`config.mk`:
```
export PLATFORM = sky130hd
export DESIGN_NAME = scan_elevator_request_scheduler
export DESIGN_NICKNAME = d
export VERILOG_FILES = /design/src/sv/sers_pkg.sv /design/src/sv/scan_elevator_request_scheduler.sv /design/src/sv/sers_front.sv /design/src/sv/sers_back.sv
export SDC_FILE = /design/constraint.sdc
export NUM_CORES = 1
export LEC_CHECK = 0
export BUFFER_PORTS_ARGS = -buffer_cell sky130_fd_sc_hd__buf_2
export CORE_MARGIN = 4
export CORE_UTILIZATION = 50
export CTS_CLUSTER_DIAMETER = 150
export CTS_CLUSTER_SIZE = 20
export DETAILED_ROUTE_END_ITERATION = 7
export PLACE_DENSITY = 0.79
export SYNTH_ARGS = -nofsm -noshare
export SYNTH_HDL_FRONTEND = slang
export SYNTH_SLANG_ARGS = --single-unit
```
`constraint.sdc`:
```
create_clock -name i_clk -period 18.6 [get_ports i_clk]
set_input_delay 2.79 -clock i_clk [delete_from_list [all_inputs] [get_ports i_clk]]
set_output_delay 2.79 -clock i_clk [all_outputs]
set_load 0.005 [all_outputs]
```
`src/sv/sers_pkg.sv`:
```
package sers_pkg;

    localparam int CmdW = 2;
    localparam int FloorW = 4;
    localparam int DirW = 2;

    typedef enum logic [1:0] {
        CMD_ADD   = 2'd0,
        CMD_TICK  = 2'd1,
        CMD_CLEAR = 2'd2,
        CMD_NOP   = 2'd3
    } t_cmd;

    localparam logic [1:0] DIR_IDLE = 2'd0;
    localparam logic [1:0] DIR_UP   = 2'd1;
    localparam logic [1:0] DIR_DOWN = 2'd2;

    localparam logic [1:0] MODE_IDLE   = 2'd0;
    localparam logic [1:0] MODE_MOVING = 2'd1;
    localparam logic [1:0] MODE_DOOR   = 2'd2;

    localparam logic [1:0] ST_OK    = 2'd0;
    localparam logic [1:0] ST_DUP   = 2'd1;
    localparam logic [1:0] ST_FULL  = 2'd2;
    localparam logic [1:0] ST_RANGE = 2'd3;

    typedef struct packed {
        logic [1:0] cmd;
        logic [3:0] req_floor;
        logic [1:0] req_dir;
    } t_in_item;

    typedef struct packed {
        logic [3:0] floor;
        logic [1:0] travel_dir;
        logic [1:0] cab_state;
        logic       door_is_open;
        logic [4:0] pending_count;
        logic       next_valid;
        logic [3:0] next_floor;
        logic [1:0] status;
    } t_out_item;

    // True when floor a must be served strictly before floor b.
    function automatic logic goes_before(input logic [3:0] a, input logic [3:0] b,
                                         input logic [3:0] c, input logic [1:0] dir);
        logic [3:0] da;
        logic [3:0] db;
        logic       sa;
        logic       sb;
        da = (a >= c) ? a - c : c - a;
        db = (b >= c) ? b - c : c - b;
        goes_before = 1'b0;
        if (dir == DIR_IDLE) begin
            goes_before = da < db;
        end else if (dir == DIR_UP) begin
            sa = a >= c;
            sb = b >= c;
            if (sa != sb) goes_before = sa;
            else goes_before = sa ? (a < b) : (a > b);
        end else if (dir == DIR_DOWN) begin
            sa = a <= c;
            sb = b <= c;
            if (sa != sb) goes_before = sa;
            else goes_before = sa ? (a > b) : (a < b);
        end
    endfunction

endpackage

```
`src/sv/scan_elevator_request_scheduler.sv`:
```
// SCAN elevator request scheduler.
// Input channel (i_valid/o_ready, payload i_item) carries one command beat:
// add a request, advance one tick, or clear the table. Output channel
// (o_valid/i_ready, payload o_item) returns one result beat per command with
// the cab floor, direction, mode, door, pending count, next target, status.
// The front stage buffers up to two commands in a queue so the sender keeps
// going while the engine works; the engine runs one command at a time.
// An add walks the table for the duplicate check (one entry per cycle) and
// then runs an insertion sort with one compare-and-shift per cycle. A tick
// that opens the door also compacts the table before its result beat.
// Reset clears the cab to floor 0, idle, door closed and an empty table; no
// clearing pass is needed. When the receiver stalls, the finished result
// waits in the output register and the engine holds before its next result,
// while the front queue still takes up to two beats. The APB register
// start_floor (address 0) places the cab on that floor when written.
module scan_elevator_request_scheduler #(
    parameter int MAX_REQUESTS = 16,
    parameter int NUM_FLOORS = 16
) (
    input  logic                i_clk,
    input  logic                i_rst_n,
    input  logic                i_valid,
    output logic                o_ready,
    input  sers_pkg::t_in_item  i_item,
    output logic                o_valid,
    input  logic                i_ready,
    output sers_pkg::t_out_item o_item,
    input  logic                psel,
    input  logic                penable,
    input  logic                pwrite,
    input  logic                paddr,
    input  logic [31:0]         pwdata,
    output logic [31:0]         prdata,
    output logic                pready
);
    import sers_pkg::*;

    logic       w_q_valid;
    logic       w_q_pop;
    t_in_item   w_q_item;
    logic       w_cfg_we;
    logic [3:0] w_start;

    // Only one register exists; byte address 0 selects it.
    assign pready   = 1'b1;
    assign w_cfg_we = psel && penable && pwrite && (paddr == 1'b0);
    assign prdata   = (paddr == 1'b0) ? {28'd0, w_start} : 32'd0;

    sers_front u_front (
        .i_clk     (i_clk),
        .i_rst_n   (i_rst_n),
        .i_valid   (i_valid),
        .o_ready   (o_ready),
        .i_item    (i_item),
        .o_q_valid (w_q_valid),
        .i_q_pop   (w_q_pop),
        .o_q_item  (w_q_item)
    );

    sers_back #(
        .MaxReq    (MAX_REQUESTS),
        .NumFloors (NUM_FLOORS)
    ) u_back (
        .i_clk         (i_clk),
        .i_rst_n       (i_rst_n),
        .i_q_valid     (w_q_valid),
        .o_q_pop       (w_q_pop),
        .i_q_item      (w_q_item),
        .i_cfg_we      (w_cfg_we),
        .i_cfg_floor   (pwdata[3:0]),
        .o_start_floor (w_start),
        .o_valid       (o_valid),
        .i_ready       (i_ready),
        .o_item        (o_item)
    );

endmodule

```
`src/sv/sers_front.sv`:
```
// Input stage: takes a beat and pushes it into a
// two-entry queue toward the execution engine.
module sers_front (
    input  logic                i_clk,
    input  logic                i_rst_n,
    input  logic                i_valid,
    output logic                o_ready,
    input  sers_pkg::t_in_item  i_item,
    output logic                o_q_valid,
    input  logic                i_q_pop,
    output sers_pkg::t_in_item  o_q_item
);
    import sers_pkg::*;

    t_in_item   r_q [2];
    logic [1:0] r_cnt;
    logic       w_push;

    assign o_ready   = (r_cnt != 2'd2);
    assign w_push    = i_valid && o_ready;
    assign o_q_valid = (r_cnt != 2'd0);
    assign o_q_item  = r_q[0];

    always_ff @(posedge i_clk) begin
        if (!i_rst_n) begin
            r_cnt <= 2'd0;
        end else begin
            r_cnt <= r_cnt + {1'b0, w_push} - {1'b0, i_q_pop};
        end
        if (i_q_pop) begin
            r_q[0] <= (w_push && r_cnt == 2'd1) ? i_item : r_q[1];
            if (w_push && r_cnt == 2'd2) r_q[1] <= i_item;
        end else if (w_push) begin
            if (r_cnt == 2'd0) r_q[0] <= i_item;
            else r_q[1] <= i_item;
        end
    end

    a_no_pop_empty: assert property (@(posedge i_clk) disable iff (!i_rst_n)
        i_q_pop |-> o_q_valid) else $error("pop from empty queue");
    a_cnt_range: assert property (@(posedge i_clk) disable iff (!i_rst_n)
        r_cnt != 2'd3) else $error("queue count overflow");
    a_full_stall: assert property (@(posedge i_clk) disable iff (!i_rst_n)
        (r_cnt == 2'd2) |-> !o_ready) else $error("accepted into full queue");

endmodule

```
`src/sv/sers_back.sv`:
```
// Execution engine: one command at a time, sequencing a duplicate scan,
// a one-step-per-cycle insertion sort and a compaction pass over the table.
module sers_back #(
    parameter int MaxReq = 16,
    parameter int NumFloors = 16
) (
    input  logic                i_clk,
    input  logic                i_rst_n,
    input  logic                i_q_valid,
    output logic                o_q_pop,
    input  sers_pkg::t_in_item  i_q_item,
    input  logic                i_cfg_we,
    input  logic [3:0]          i_cfg_floor,
    output logic [3:0]          o_start_floor,
    output logic                o_valid,
    input  logic                i_ready,
    output sers_pkg::t_out_item o_item
);
    import sers_pkg::*;

    localparam int IdxW = (MaxReq > 1) ? $clog2(MaxReq) : 1;
    localparam int CntW = $clog2(MaxReq + 1);
    localparam logic [3:0] TopFloor =
        (NumFloors > 15) ? 4'd15 : 4'(NumFloors - 1);

    typedef enum logic [2:0] {
        S_IDLE, S_DUP, S_SORT_LOAD, S_SORT_CMP, S_COMPACT, S_EMIT
    } t_state;

    t_state          r_state;
    logic [3:0]      r_floor;
    logic [1:0]      r_dir;
    logic [1:0]      r_mode;
    logic            r_door;
    logic [CntW-1:0] r_count;
    logic [3:0]      r_start;
    logic [3:0]      r_ef [MaxReq];
    logic [1:0]      r_ed [MaxReq];
    logic [CntW-1:0] r_i;
    logic [CntW-1:0] r_j;
    logic [CntW-1:0] r_k;
    logic [3:0]      r_kf;
    logic [1:0]      r_kd;
    logic [3:0]      r_target;
    t_in_item        r_cur;
    logic [1:0]      r_status;
    logic            r_out_v;
    t_out_item       r_out;

    assign o_start_floor = r_start;
    assign o_valid = r_out_v;
    assign o_item  = r_out;
    assign o_q_pop = (r_state == S_IDLE) && i_q_valid;

    always_ff @(posedge i_clk) begin
        if (!i_rst_n) begin
            r_state  <= S_IDLE;
            r_floor  <= 4'd0;
            r_start  <= 4'd0;
            r_dir    <= DIR_IDLE;
            r_mode   <= MODE_IDLE;
            r_door   <= 1'b0;
            r_count  <= '0;
            r_out_v  <= 1'b0;
        end else begin
            if (r_out_v && i_ready && r_state != S_EMIT) r_out_v <= 1'b0;
            if (i_cfg_we) begin
                r_start <= i_cfg_floor;
                r_floor <= (i_cfg_floor > TopFloor) ? TopFloor : i_cfg_floor;
            end
            unique case (r_state)
                S_IDLE: begin
                    if (i_q_valid) begin
                        r_cur    <= i_q_item;
                        r_status <= ST_OK;
                        r_i      <= '0;
                        unique case (i_q_item.cmd)
                            CMD_ADD: r_state <= S_DUP;
                            CMD_TICK: begin
                                if (r_count == '0) begin
                                    r_dir   <= DIR_IDLE;
                                    r_mode  <= MODE_IDLE;
                                    r_state <= S_EMIT;
                                end else if (r_floor == r_ef[0]) begin
                                    r_mode   <= MODE_DOOR;
                                    r_door   <= 1'b1;
                                    r_target <= r_ef[0];
                                    r_k      <= '0;
                                    r_state  <= S_COMPACT;
                                end else begin
                                    r_door <= 1'b0;
                                    r_mode <= MODE_MOVING;
                                    if (r_floor < r_ef[0]) begin
                                        r_dir   <= DIR_UP;
                                        r_floor <= r_floor + 4'd1;
                                    end else begin
                                        r_dir   <= DIR_DOWN;
                                        r_floor <= r_floor - 4'd1;
                                    end
                                    r_state <= S_EMIT;
                                end
                            end
                            CMD_CLEAR: begin
                                r_count <= '0;
                                r_state <= S_EMIT;
                            end
                            default: r_state <= S_EMIT;
                        endcase
                    end
                end
                S_DUP: begin
                    if (r_i < r_count) begin
                        if (r_ef[r_i[IdxW-1:0]] == r_cur.req_floor &&
                            r_ed[r_i[IdxW-1:0]] == r_cur.req_dir) begin
                            r_status <= ST_DUP;
                            r_state  <= S_EMIT;
                        end else begin
                            r_i <= r_i + 1'b1;
                        end
                    end else if (r_count >= CntW'(MaxReq)) begin
                        r_status <= ST_FULL;
                        r_state  <= S_EMIT;
                    end else if (32'(r_cur.req_floor) >= NumFloors) begin
                        r_status <= ST_RANGE;
                        r_state  <= S_EMIT;
                    end else begin
                        r_ef[r_count[IdxW-1:0]] <= r_cur.req_floor;
                        r_ed[r_count[IdxW-1:0]] <= r_cur.req_dir;
                        r_count <= r_count + 1'b1;
                        r_i     <= CntW'(1);
                        r_state <= S_SORT_LOAD;
                    end
                end
                S_SORT_LOAD: begin
                    if (r_i < r_count) begin
                        r_kf    <= r_ef[r_i[IdxW-1:0]];
                        r_kd    <= r_ed[r_i[IdxW-1:0]];
                        r_j     <= r_i;
                        r_state <= S_SORT_CMP;
                    end else begin
                        r_state <= S_EMIT;
                    end
                end
                S_SORT_CMP: begin
                    // One shift of the insertion per cycle.
                    if (r_j != '0 && goes_before(r_kf, r_ef[IdxW'(r_j - 1'b1)],
                                                 r_floor, r_dir)) begin
                        r_ef[r_j[IdxW-1:0]] <= r_ef[IdxW'(r_j - 1'b1)];
                        r_ed[r_j[IdxW-1:0]] <= r_ed[IdxW'(r_j - 1'b1)];
                        r_j <= r_j - 1'b1;
                    end else begin
                        r_ef[r_j[IdxW-1:0]] <= r_kf;
                        r_ed[r_j[IdxW-1:0]] <= r_kd;
                        r_i     <= r_i + 1'b1;
                        r_state <= S_SORT_LOAD;
                    end
                end
                S_COMPACT: begin
                    if (r_i < r_count) begin
                        if (r_ef[r_i[IdxW-1:0]] != r_target) begin
                            r_ef[r_k[IdxW-1:0]] <= r_ef[r_i[IdxW-1:0]];
                            r_ed[r_k[IdxW-1:0]] <= r_ed[r_i[IdxW-1:0]];
                            r_k <= r_k + 1'b1;
                        end
                        r_i <= r_i + 1'b1;
                    end else begin
                        r_count <= r_k;
                        r_state <= S_EMIT;
                    end
                end
                S_EMIT: begin
                    if (!r_out_v || i_ready) begin
                        r_out_v               <= 1'b1;
                        r_out.floor           <= r_floor;
                        r_out.travel_dir      <= r_dir;
                        r_out.cab_state       <= r_mode;
                        r_out.door_is_open    <= r_door;
                        r_out.pending_count   <= 5'(r_count);
                        r_out.next_valid      <= (r_count != '0);
                        r_out.next_floor      <= (r_count != '0) ? r_ef[0] : 4'd0;
                        r_out.status          <= r_status;
                        r_state               <= S_IDLE;
                    end
                end
                default: r_state <= S_IDLE;
            endcase
        end
    end

    a_count_max: assert property (@(posedge i_clk) disable iff (!i_rst_n)
        r_count <= CntW'(MaxReq)) else $error("table count beyond capacity");
    a_door_mode: assert property (@(posedge i_clk) disable iff (!i_rst_n)
        (r_mode == MODE_DOOR) |-> r_door) else $error("door mode with closed door");
    a_pop_idle: assert property (@(posedge i_clk) disable iff (!i_rst_n)
        o_q_pop |=> (r_state != S_IDLE)) else $error("popped command not run");

endmodule

```
## Yosys cells after proc, flatten, opt, wreduce, memory -nomap -nowiden

Memory sizes are Yosys's and may differ from the RTL's. A register that Yosys moved wholly into a read port is not among the register bits.
Cells that the tools add are included.

- Register bits: 78
- RAM bits: 112
- Logic and storage cells: 262
- Memories: 3

Memory list:

| name | words | bits a word | read ports | clocked after Yosys merged registers in | write ports | line | RTL |
|---|---|---|---|---|---|---|---|
| u_back.r_ef | 16 | 4 | 3 | 1 | 1 | sers_back.sv:37 | `logic [3:0] r_ef [MaxReq];` |
| u_back.r_ed | 16 | 2 | 2 | 1 | 1 | sers_back.sv:38 | `logic [1:0] r_ed [MaxReq];` |
| u_front.r_q | 2 | 8 | 2 | 0 | 1 | sers_front.sv:15 | `t_in_item r_q [2];` |

- Add/subtract/negate cells: 12
- Order comparisons: 11
- Eq/ne operators: 38
- Mux-type cells: 122
- Bitwise gates (word level): 6
- Reductions and logical operators: 44

Operator list:

| cell | count |
|---|---|
| 5-bit two-way mux | 19 |
| 4-bit two-way mux | 20 |
| 1-bit two-way mux | 51 |
| 8-bit two-way mux | 4 |
| 3-bit two-way mux | 9 |
| 2-bit two-way mux | 12 |
| 5-bit case mux with 2 select lines | 2 |
| 5-bit case mux with 4 select lines | 1 |
| 2-bit != test, second input constant | 9 |
| 3-bit case mux with 6 select lines | 1 |
| 4-bit subtractor | 4 |
| 5-bit by 1-bit adder with 5-bit output, second input constant | 3 |
| 5-bit case mux with 3 select lines | 1 |
| 2-bit by 1-bit != test with 1-bit output, second input constant | 7 |
| 4-bit < comparator | 3 |
| 3-bit AND reduction | 4 |
| 4-bit AND reduction | 3 |
| 6-bit AND reduction | 2 |
| 1-bit logical AND | 11 |
| 5-bit AND reduction | 2 |
| 5-bit nonzero test | 2 |
| 3-bit != test, second input constant | 3 |
| 4-bit == test | 2 |
| 4-bit greater-or-equal comparator | 2 |
| 37 further kinds | 56 |

## Logic depth before layout (Yosys ltp)

Gate-level depths: netlist (run 1).
An unclocked memory read counts as a cell.

- Word-level depth: 19
- Mapped depth: 23

## Modules after synthesis

A second synthesis (run 1) with hierarchy kept.

- Cell total of the unflattened synthesis: 828
- Area, all modules: 10647.7 um^2

Modules (own cells, without submodules):

| module | instances | cells each | area an instance (um^2) | seq. area each (um^2) |
|---|---|---|---|---|
| sers_back | 1 | 713 | 9417.8 | 5024.8 |
| sers_front | 1 | 79 | 959.7 | 520.5 |
| scan_elevator_request_scheduler | 1 | 36 | 270.3 | 0.0 |

## Least setup slack after synthesis (run 1)

OpenSTA, ideal clock, no wires.

- Path kind: register to register
- From: reg u_back.r_j[0]
- To: reg with a tool-made name
- Setup time: 0.121 ns
- Data arrival time: 6.206 ns
- Slack: 12.272 ns
- Cell stages (with the launch flop): 23
- Path buffers: 5
- Clock period less this slack: 6.328 ns
- Cells stage by stage: edfxtp_1 > buf_2 > clkbuf_1 > inv_1 > ha_1 > buf_1 > clkbuf_1 > mux4_2 > mux4_2 > inv_1 > ha_1 > fa_1 > nand3b_1 > nand3_1 > mux2_2 > ha_1 > a21o_1 > a21oi_1 > or4b_2 > o311a_1 > clkbuf_1 > a221oi_4 > mux2_4

RTL lines:

| item | line | RTL |
|---|---|---|
| start: declaration | sers_back.sv:40 | `logic [CntW-1:0] r_j;` |
| start signal: assignment | sers_back.sv:138 | `r_j <= r_i;` |
| start signal: assignment | sers_back.sv:150 | `r_j <= r_j - 1'b1;` |

## Worst setup path after layout (run 1)

- From: reg u_back.r_j[0]
- To: mem u_back.r_ef[2][3], data pin

- Cells in the longest elaborated chain, start to end: 19
- Elaborated cells on any way between the ends: 36

RTL lines:

| item | line |
|---|---|
| parallel branches: the longest is 17 deep, another holds 5-bit by 1-bit subtractor with 5-bit output | - |
| 4-bit two-way mux (no source line) (*) (2 in a row) | - |
| end: declaration | sers_back.sv:37 |

Every way passes the cells marked *. The select of a mux whose other input is x is not followed.

==> flow_summary.toml, run 1 <==
[setup_path]
worst_path_largest_cell_delay_ps = 1130
r2r-start = "u_back.r_j[0]"
worstPathMaxFanout = 28
r2r_end = "u_back.r_ef[2][3]"
worstPathCellList = "buf_4 -> inv_1 -> ha_1 -> mux4_2 -> mux4_2 -> inv_1 -> ha_1 -> fa_1 -> nand3b_1 -> nand3_1 -> nor3_1 -> a21oi_1 -> xnor2_1 -> ha_1 -> nor2b_1 -> a2111oi_0 -> o311a_1 -> mux2i_1 -> o211ai_1"
critical_path_class = "reg -> reg"
critical_path.slowest_cell = "ha_1"
r2r_cells = 19
cp-start-kind = "flop"
cp-end-kind = "flop"
path_common_cell = "ha_1"
r2r_slack_ps = 11240
critPathRequiredTime_ps = 18680
arrival_ps = 7450

[synth]
async_reset_ff_frac = 0
synthFlopType = "edfxtp_1"
yosysWarnings = 0
ys_ff_latch = 194
synth_top_area_share = 0.465
ys_seq_area_frac = 0.517
synthCells = 831
yosys-top-cells-area = "edfxtp_1, mux4_2, dfxtp_1"
syn_avg_cell_area_um2 = 12.9
ys_types = 76
synth-edff-count = 166
synth_area_um2 = 10700
yosys.area.top_type = "edfxtp_1"

[cts]
clockBufferDepth = 2
cts_made_buffers = 17
htree_num_levels = 4
cts_tree = "done"
ctsHoldBuffers = 0
clock_latency_ps = 440
cts_setup_buffers = 0
cts_resized = 0
clock-sinks = 194
clk_transition_reported_paths_ps = 70
clockRootBuffer = "clkbuf_16"

[drt]
wl_mm = 24.6
post-route-drc-count = 0
wl_met1_mm = 9.73
top_layer = "met4"
ant_nets = 0
met3_length_mm = 1.90
viasPerCell = 6.21
drt-wirelength-per-cell_um = 21.3
dr_wl_met2_mm = 12.2
num_vias = 7175
drt-initial-drc-count = 742
first_pass_iters = 7

[power]
p_per_area_nw_per_um2 = 133
pwr-share-comb = 0.376
pwr-share-seq = 0.388
clkPwrFrac = 0.235
ir_worst_vdd_uv = 94.7
swShare = 0.353
power.static_leakage_uw = 0.00419
p_sw_uw = 550
intPower_uw = 1010

[min_path]
hp-start = "u_front.r_q[0][3]"
min_path_type = "reg -> reg"
holdPathStages = 0
min_to = "u_back.r_cur[3]"

[die]
die_x_um = 154
core_area_um2 = 21100
rows = 53
initial_core_util = 0.508
dieArea_um2 = 23800
io_pins = 104
die_h_um = 154

[grt]
grt_overflow = 0
grt_pass1_wl_mm = 38.1
antenna_found_initial = 0
grt_max_degree = 31
grt_pass1_vias = 6807
grt.total_usage = 0.207

[status]
status = "finished, final reports clean"

[timing]
setup_viol = 0
finalCritPeriodShare = 0.396
max_freq_mhz = 136
tightest_slew_ps = 1190
final.setup.worst_slack_ps = 11240
grt_setup_unrepaired = "no"
tns_ps = 0
final_hold_viol_count = 0
finalCriticalPeriod_ps = 7360
finalClockSkew_ps = 16.2
slew_headroom = 0.207
timing.final.max_slew_violations = 0

[placement]
io_buffers = 46
post-place-ws_ps = 11300
place_inst = 1123
hpwlAfterDp_mm = 17.0
place.gp.congestion = 0.878

[cells_and_area]
fin_cells = 1155
layout_common_cells = "edfxtp_1, nand2_1, mux4_2"
fillers = 1688
area_growth_pct = 9.05
final_common_cell = "edfxtp_1"
finalNetCount = 959
num_antenna_cells = 0
drive_above_1_share = 0.191

[run]
cap_violations = 0
## cells by family after synthesis
kind of cell / Yosys count / share of synthesized area
other: 2 / 0.000701
DFF: 194 / 0.517
xor gates and xnor gates: 26 / 0.0219
and+or+nand+nor: 219 / 0.107
AOI/OAI and AO/OA: 137 / 0.0858
adders and majority gates: 44 / 0.0549
muxes: 102 / 0.161
buffers and inverters: 107 / 0.0518
## final cells by class
type	instances	area, um2	share of cell area
Inverter	38	143	0.0122
Clock inverter	9	88.8	0.00760
Sequential cell	194	5550	0.474
Tap cell	275	344	0.0294
Clock buffer	23	510	0.0437
Multi-Input combinational cell	557	4730	0.405
Timing Repair Buffer	59	328	0.0280
## per-layer routing
layer / GRT usage / up-vias
met5: 0 / -
met4: 0.0778 / 0
met2: 0.343 / 375
met3: 0.0330 / 58
li1: - / 3189
met1: 0.277 / 3553
## sequential cells by signal, summed over array words and instances (netlist names), 5 cells and up, named ones only
| register | count |
|---|---|
| u_back.r_ed | 32 |
| u_back.o_item | 21 |
| u_back.r_k | 5 |
| u_back.r_count | 5 |
| u_back.r_cur | 6 |
| u_back.r_ef | 64 |
| u_front.r_q | 16 |
| u_back.r_j | 5 |
| u_back.r_i | 5 |
## cells in the mapped netlist, drive strengths merged (13+ instances only)
library cell	number
edfxtp	166
nand2	66
mux4	52
buf	41
nor2	40
ha	39
inv	37
o21ai	35
a21oi	34
mux2i	34
clkbuf	28
dfxtp	28
nor2b	17
mux2	16
xnor2	16
nand3	15
nand2b	13
nor3	13
## how the worst max path moves through the flow
stage	start	end	slack (ps)	cells after the start
floorplan	u_back.r_j[0]	flop	12270	22
global placement	u_back.r_j[0]	u_back.r_ef[14][2]	11400	19
detailed placement	u_back.r_j[0]	u_back.r_ef[14][2]	11300	19
CTS	u_back.r_j[0]	u_back.r_ef[0][2]	11220	19
global route	u_back.r_j[0]	u_back.r_ef[12][2]	10730	19
finish	u_back.r_j[0]	u_back.r_ef[2][3]	11240	19
## worst max-delay path: cells and delay by family (launching register included)
| family | cells | cell delay, ps |
|---|---|---|
| multiplexers | 3 | 1220 |
| XOR/XNOR | 1 | 160 |
| AND/OR/NAND/NOR | 4 | 690 |
| AO/OA/AOI/OAI | 4 | 2110 |
| adder cells (fa/ha/maj) | 4 | 1720 |
| buffers and inverters | 3 | 750 |
| flip-flops | 1 | 320 |
## through the flow
step           utilization  power [uW]  hold slack [ps]  area, um2
6_report             0.554        1560              423      11700
5_1_grt              0.554        1640              433      11700
4_1_cts              0.554        1550              422      11700
3_5_place_dp         0.526        1190              407      11100
3_3_place_gp         0.526        1170              402      11100
2_1_floorplan            -        1060              400      10800
## power groups by stage
stage / clock network [uW] / logic, uW / registers [uW]
5_1_grt: 386 / 639 / 612
3_5_place_dp: 0 / 576 / 614
4_1_cts: 369 / 581 / 605
6_report: 367 / 587 / 606
3_3_place_gp: 0 / 562 / 612
2_1_floorplan: 0 / 480 / 581
Power figures use the tool's default switching activity.
==> inputs of run 2 (changes only) <==
==> constraint.sdc (replaced) <==
create_clock -name i_clk -period 7.38 [get_ports i_clk]
set_input_delay 1.107 -clock i_clk [delete_from_list [all_inputs] [get_ports i_clk]]
set_output_delay 1.107 -clock i_clk [all_outputs]
set_load 0.005 [all_outputs]
==> run 2 against run 1 <==
Sequential share of layout area is 0.051 points higher. Critical path type unchanged. Critical endpoint is now u_back.r_ef[12][0]. Combinational power grew to 2.5 times the previous value. Total power grew to 2.5 times the previous value. First-iteration DRC count is 6.3% lower. Die area stayed put. Utilization is 0.059 points lower.
==> flow_summary.toml, run 2 (same netlist as run 1, synthesis figures left out) <==
[cells_and_area]
final_common_cell = "edfxtp_1"
fillers = 1681
layout_common_cells = "edfxtp_1, nand2_1, mux4_2"
sequential_cell_area_um2 = 5550
area_growth_pct = 8.93
num_antenna_cells = 0
largest_register_ffs = 64
finalNetCount = 959
drive_above_1_share = 0.191
multiInputGateArea_um2 = 4740

[die]
die_x_um = 154
io_pins = 104
initial_core_util = 0.508
die_h_um = 154
core_area_um2 = 21100
dieArea_um2 = 23800
rows = 53

[timing]
tns_ps = 0
finalClockSkew_ps = 8.06
slew_headroom = 0.225
final_hold_viol_count = 0
setup_viol = 0
finalCriticalPeriod_ps = 6680
finalCritPeriodShare = 0.905
timing.final.max_slew_violations = 0
max_freq_mhz = 150
tightest_slew_ps = 1160
grt_setup_unrepaired = "no"

[cts]
clk_transition_reported_paths_ps = 70
clock_latency_ps = 430
clockRootBuffer = "clkbuf_16"
clock-sinks = 194
htree_num_levels = 4
ctsHoldBuffers = 0
cts_made_buffers = 17
clockBufferDepth = 2
cts_resized = 0
cts_tree = "done"
cts_setup_buffers = 0

[placement]
io_buffers = 46
place.gp.congestion = 0.855
hpwlAfterDp_mm = 17.3

[grt]
grt.total_usage = 0.213
grt_pass1_vias = 7025
grt_pass1_wl_mm = 39.3
grt_overflow = 0
grt_max_degree = 31
antenna_found_initial = 0

[status]
status = "finished, final reports clean"

[drt]
first_pass_iters = 5
num_vias = 7033
viasPerCell = 6.09
drt-initial-drc-count = 695
post-route-drc-count = 0
wl_mm = 25.0
ant_nets = 0
drt-wirelength-per-cell_um = 21.7

[setup_path]
arrival_ps = 6750
r2r_slack_ps = 700
critical_path_class = "reg -> reg"
critPathRequiredTime_ps = 7450
cp-start-kind = "flop"
worstPathMaxFanout = 17
cp-end-kind = "flop"

[power]
ir_worst_vdd_uv = 244
pwr-share-comb = 0.381
p_sw_uw = 1400
pwr-share-seq = 0.388
clkPwrFrac = 0.232
swShare = 0.356
power_uw = 3930
intPower_uw = 2530
power.static_leakage_uw = 0.00417
p_per_area_nw_per_um2 = 336

[run]
cap_violations = 0

[min_path]
min_path_type = "reg -> reg"
run 2: changes by cell type in the layout (fill, tap and decap cells not counted), sizes merged:
cell	previous run	this run
clkinvlp	0	2
bufinv	1	2
inv	41	39
clkbuf	23	20
clkinv	5	7
run 2: cell type report:
class / count / area share
Sequential cell: 194 / 0.475
Timing Repair Buffer: 59 / 0.0281
Clock buffer: 20 / 0.0383
Clock inverter: 12 / 0.0114
Inverter: 38 / 0.0122
Tap cell: 275 / 0.0295
Multi-Input combinational cell: 557 / 0.406
run 2: through the flow:
step | util | hold WS, ps | cells | instance area (um2) | setup WS, ps
global placement | 0.526 | 401 | 1123 | 11100 | 1010
detailed placement | 0.526 | 405 | 1123 | 11100 | 754
global route | 0.554 | 431 | 1155 | 11700 | 253
CTS | 0.554 | 420 | 1155 | 11700 | 694
floorplan | - | 400 | 858 | 10800 | 1050
finish | 0.554 | 421 | 1155 | 11700 | 702
run 2: layer usage:
layer,wire length [um],GRT usage,share of wire,vias to the layer above
met5,0,0,0,-
met4,614,0.0681,0.025,0
met3,1780,0.0434,0.071,48
met2,12700,0.356,0.51,315
met1,9980,0.280,0.40,3483
li1,-,-,-,3187
run 2: final timing paths:
kind	startpoint	end	depth (start not counted)
worst max-delay path	u_back.r_j[1]	u_back.r_ef[12][0]	18
worst min-delay path	u_front.r_q[0][4]	u_back.r_cur[4]	0
worst max register to register	u_back.r_j[1]	u_back.r_ef[12][0]	18
worst min register to register	u_front.r_q[0][4]	u_back.r_cur[4]	0
run 2: power by group through the flow:
stage	Combinational (uW)	Sequential (uW)	Clock, uW
3_3_place_gp	1420	1540	0
4_1_cts	1490	1520	917
2_1_floorplan	1210	1460	0
6_report	1490	1520	910
5_1_grt	1640	1540	964
3_5_place_dp	1460	1540	0
run 2: critical path, stage by stage, from the launching register on:
cell	delay (ps)
edfxtp_1	380
inv_1	100
ha_1	830
mux4_2	420
mux4_2	600
inv_1	100
ha_1	200
fa_1	230
nand3b_1	140
nand3_1	230
nor3_1	200
a21oi_1	70
xnor2_1	160
ha_1	200
nor2b_1	120
a2111oi_0	410
o311a_1	780
mux2i_1	170
o211ai_1	930
==> inputs of run 3 (changes only) <==
--- a/config.mk
+++ b/config.mk
@@ -6,7 +6,6 @@
 export NUM_CORES = 1
 export LEC_CHECK = 0
 export BUFFER_PORTS_ARGS = -buffer_cell sky130_fd_sc_hd__buf_2
-export CORE_MARGIN = 4
 export CORE_UTILIZATION = 50
 export CTS_CLUSTER_DIAMETER = 150
 export CTS_CLUSTER_SIZE = 20
==> run 3 against run 2 <==
Global-route usage increased by 2.0 points. Register-to-register slack improved by 90 ps. Fmax increased by 1.3%. Hold slack got worse by 6.2 ps. Clock power increased by 5.8%. Total power increased by 0.44%. Critical endpoint is now u_back.r_ef[3][0]. Largest cell class unchanged.
==> flow_summary.toml, run 3 (same netlist as run 1, synthesis figures left out) <==
[drt]
ant_nets = 0
first_pass_iters = 5
drt-wirelength-per-cell_um = 21.2
num_vias = 7072
wl_mm = 24.5
drt-initial-drc-count = 640
viasPerCell = 6.12
post-route-drc-count = 0

[timing]
finalClockSkew_ps = 15.6
final.setup.worst_slack_ps = 789
grt_setup_unrepaired = "no"
max_freq_mhz = 152
hold_ws_ps = 415
setup_viol = 0
timing.final.max_slew_violations = 0
final_hold_viol_count = 0
finalCriticalPeriod_ps = 6590
slew_headroom = 0.156
finalCritPeriodShare = 0.893
tightest_slew_ps = 1260
tns_ps = 0

[cts]
clk_transition_reported_paths_ps = 70
htree_num_levels = 4
clockRootBuffer = "clkbuf_16"
cts_resized = 0
clock_latency_ps = 440
clockBufferDepth = 2
cts_made_buffers = 17
cts_setup_buffers = 0
cts_tree = "done"
ctsHoldBuffers = 0
clock-sinks = 194

[cells_and_area]
num_antenna_cells = 0
largest_register_ffs = 64
finalNetCount = 960
fin_cells = 1156
layout_common_cells = "edfxtp_1, nand2_1, mux4_2"
postLayoutCoreUtil = 0.558
drive_above_1_share = 0.193
area_growth_pct = 9.41
final_common_cell = "edfxtp_1"

[grt]
grt_overflow = 0
grt_use_met3 = 0.0387
grt_pass1_wl_mm = 38.4
grt_util_met2 = 0.390
top_usage_layer = "met2"
grt_pass1_vias = 6807
grtUsageMet1 = 0.308
grt.total_usage = 0.232
grt_max_degree = 31
antenna_found_initial = 0

[power]
ir_worst_vdd_uv = 184
power.static_leakage_uw = 0.00420
p_per_area_nw_per_um2 = 336

[placement]
place_inst = 1124
place.gp.congestion = 0.835
io_buffers = 46
hpwlAfterDp_mm = 17.2
post-place-ws_ps = 794

[setup_path]
worstPathMaxFanout = 27
cp-end-kind = "flop"
arrival_ps = 6660
critical_path_class = "reg -> reg"
cp-start-kind = "flop"
critPathRequiredTime_ps = 7450

[die]
rows = 53
die_x_um = 148
die_h_um = 148
io_pins = 104
dieArea_um2 = 22000
core_area_um2 = 21000
initial_core_util = 0.510

[min_path]
min_path_type = "reg -> reg"

[status]
status = "finished, final reports clean"

[run]
cap_violations = 0
run 3: cell types whose count changed in the layout (fill, tap and decap cells not counted), sizes merged:
cell | before | now
clkinvlp | 2 | 0
buf | 59 | 60
clkbuf | 20 | 24
bufinv | 2 | 0
clkinv | 7 | 1
inv | 39 | 45
run 3: power by group:
part | internal, uW | leakage [uW] | switching [uW]
combinational | 629 | 0.00215 | 830
clock | 541 | 0.000311 | 422
sequential | 1390 | 0.00174 | 131
total | 2560 | 0.00420 | 1380
run 3: final cells by class:
class,count,area (um2)
Fill cell,1673,9290
Sequential cell,194,5550
Multi-Input combinational cell,557,4740
Clock buffer,24,558
Tap cell,275,344
Timing Repair Buffer,60,335
Inverter,38,143
Clock inverter,8,65.1
run 3: metrics by stage:
step / power (uW) / area, um2
floorplan: 2670 / 10800
global placement: 2940 / 11100
detailed placement: 2990 / 11100
CTS: 3950 / 11700
global route: 4150 / 11700
finish: 3940 / 11700
run 3: layer usage:
metal  part of all wire  wire length, um  up-vias
met5                  0                0        -
met4              0.017              416        0
met3              0.069             1690       34
met2               0.51            12500      331
met1               0.41             9930     3523
li1                   -                -     3184
run 3: final timing paths:
kind	from	to	cells after the start	slack [ps]
setup / recovery	u_back.r_j[0]	u_back.r_ef[3][0]	17	790
hold / removal	u_front.r_q[0][2]	u_back.r_cur[2]	0	410
setup reg to reg	u_back.r_j[0]	u_back.r_ef[3][0]	17	790
hold reg to reg	u_front.r_q[0][2]	u_back.r_cur[2]	0	410
run 3: critical path, stage by stage (launching register included):
cell and delay [ps]:
edfxtp_1 350, buf_4 450, nor3_1 120, xnor2_1 700, mux4_2 480, inv_1 70, ha_1 230, fa_1 420
nand3b_1 190, nand3_1 230, mux2_2 370, ha_1 270, a21o_1 100, a21oi_1 60, or4b_2 600, o311a_1 360
mux2i_1 190, o211ai_1 1000
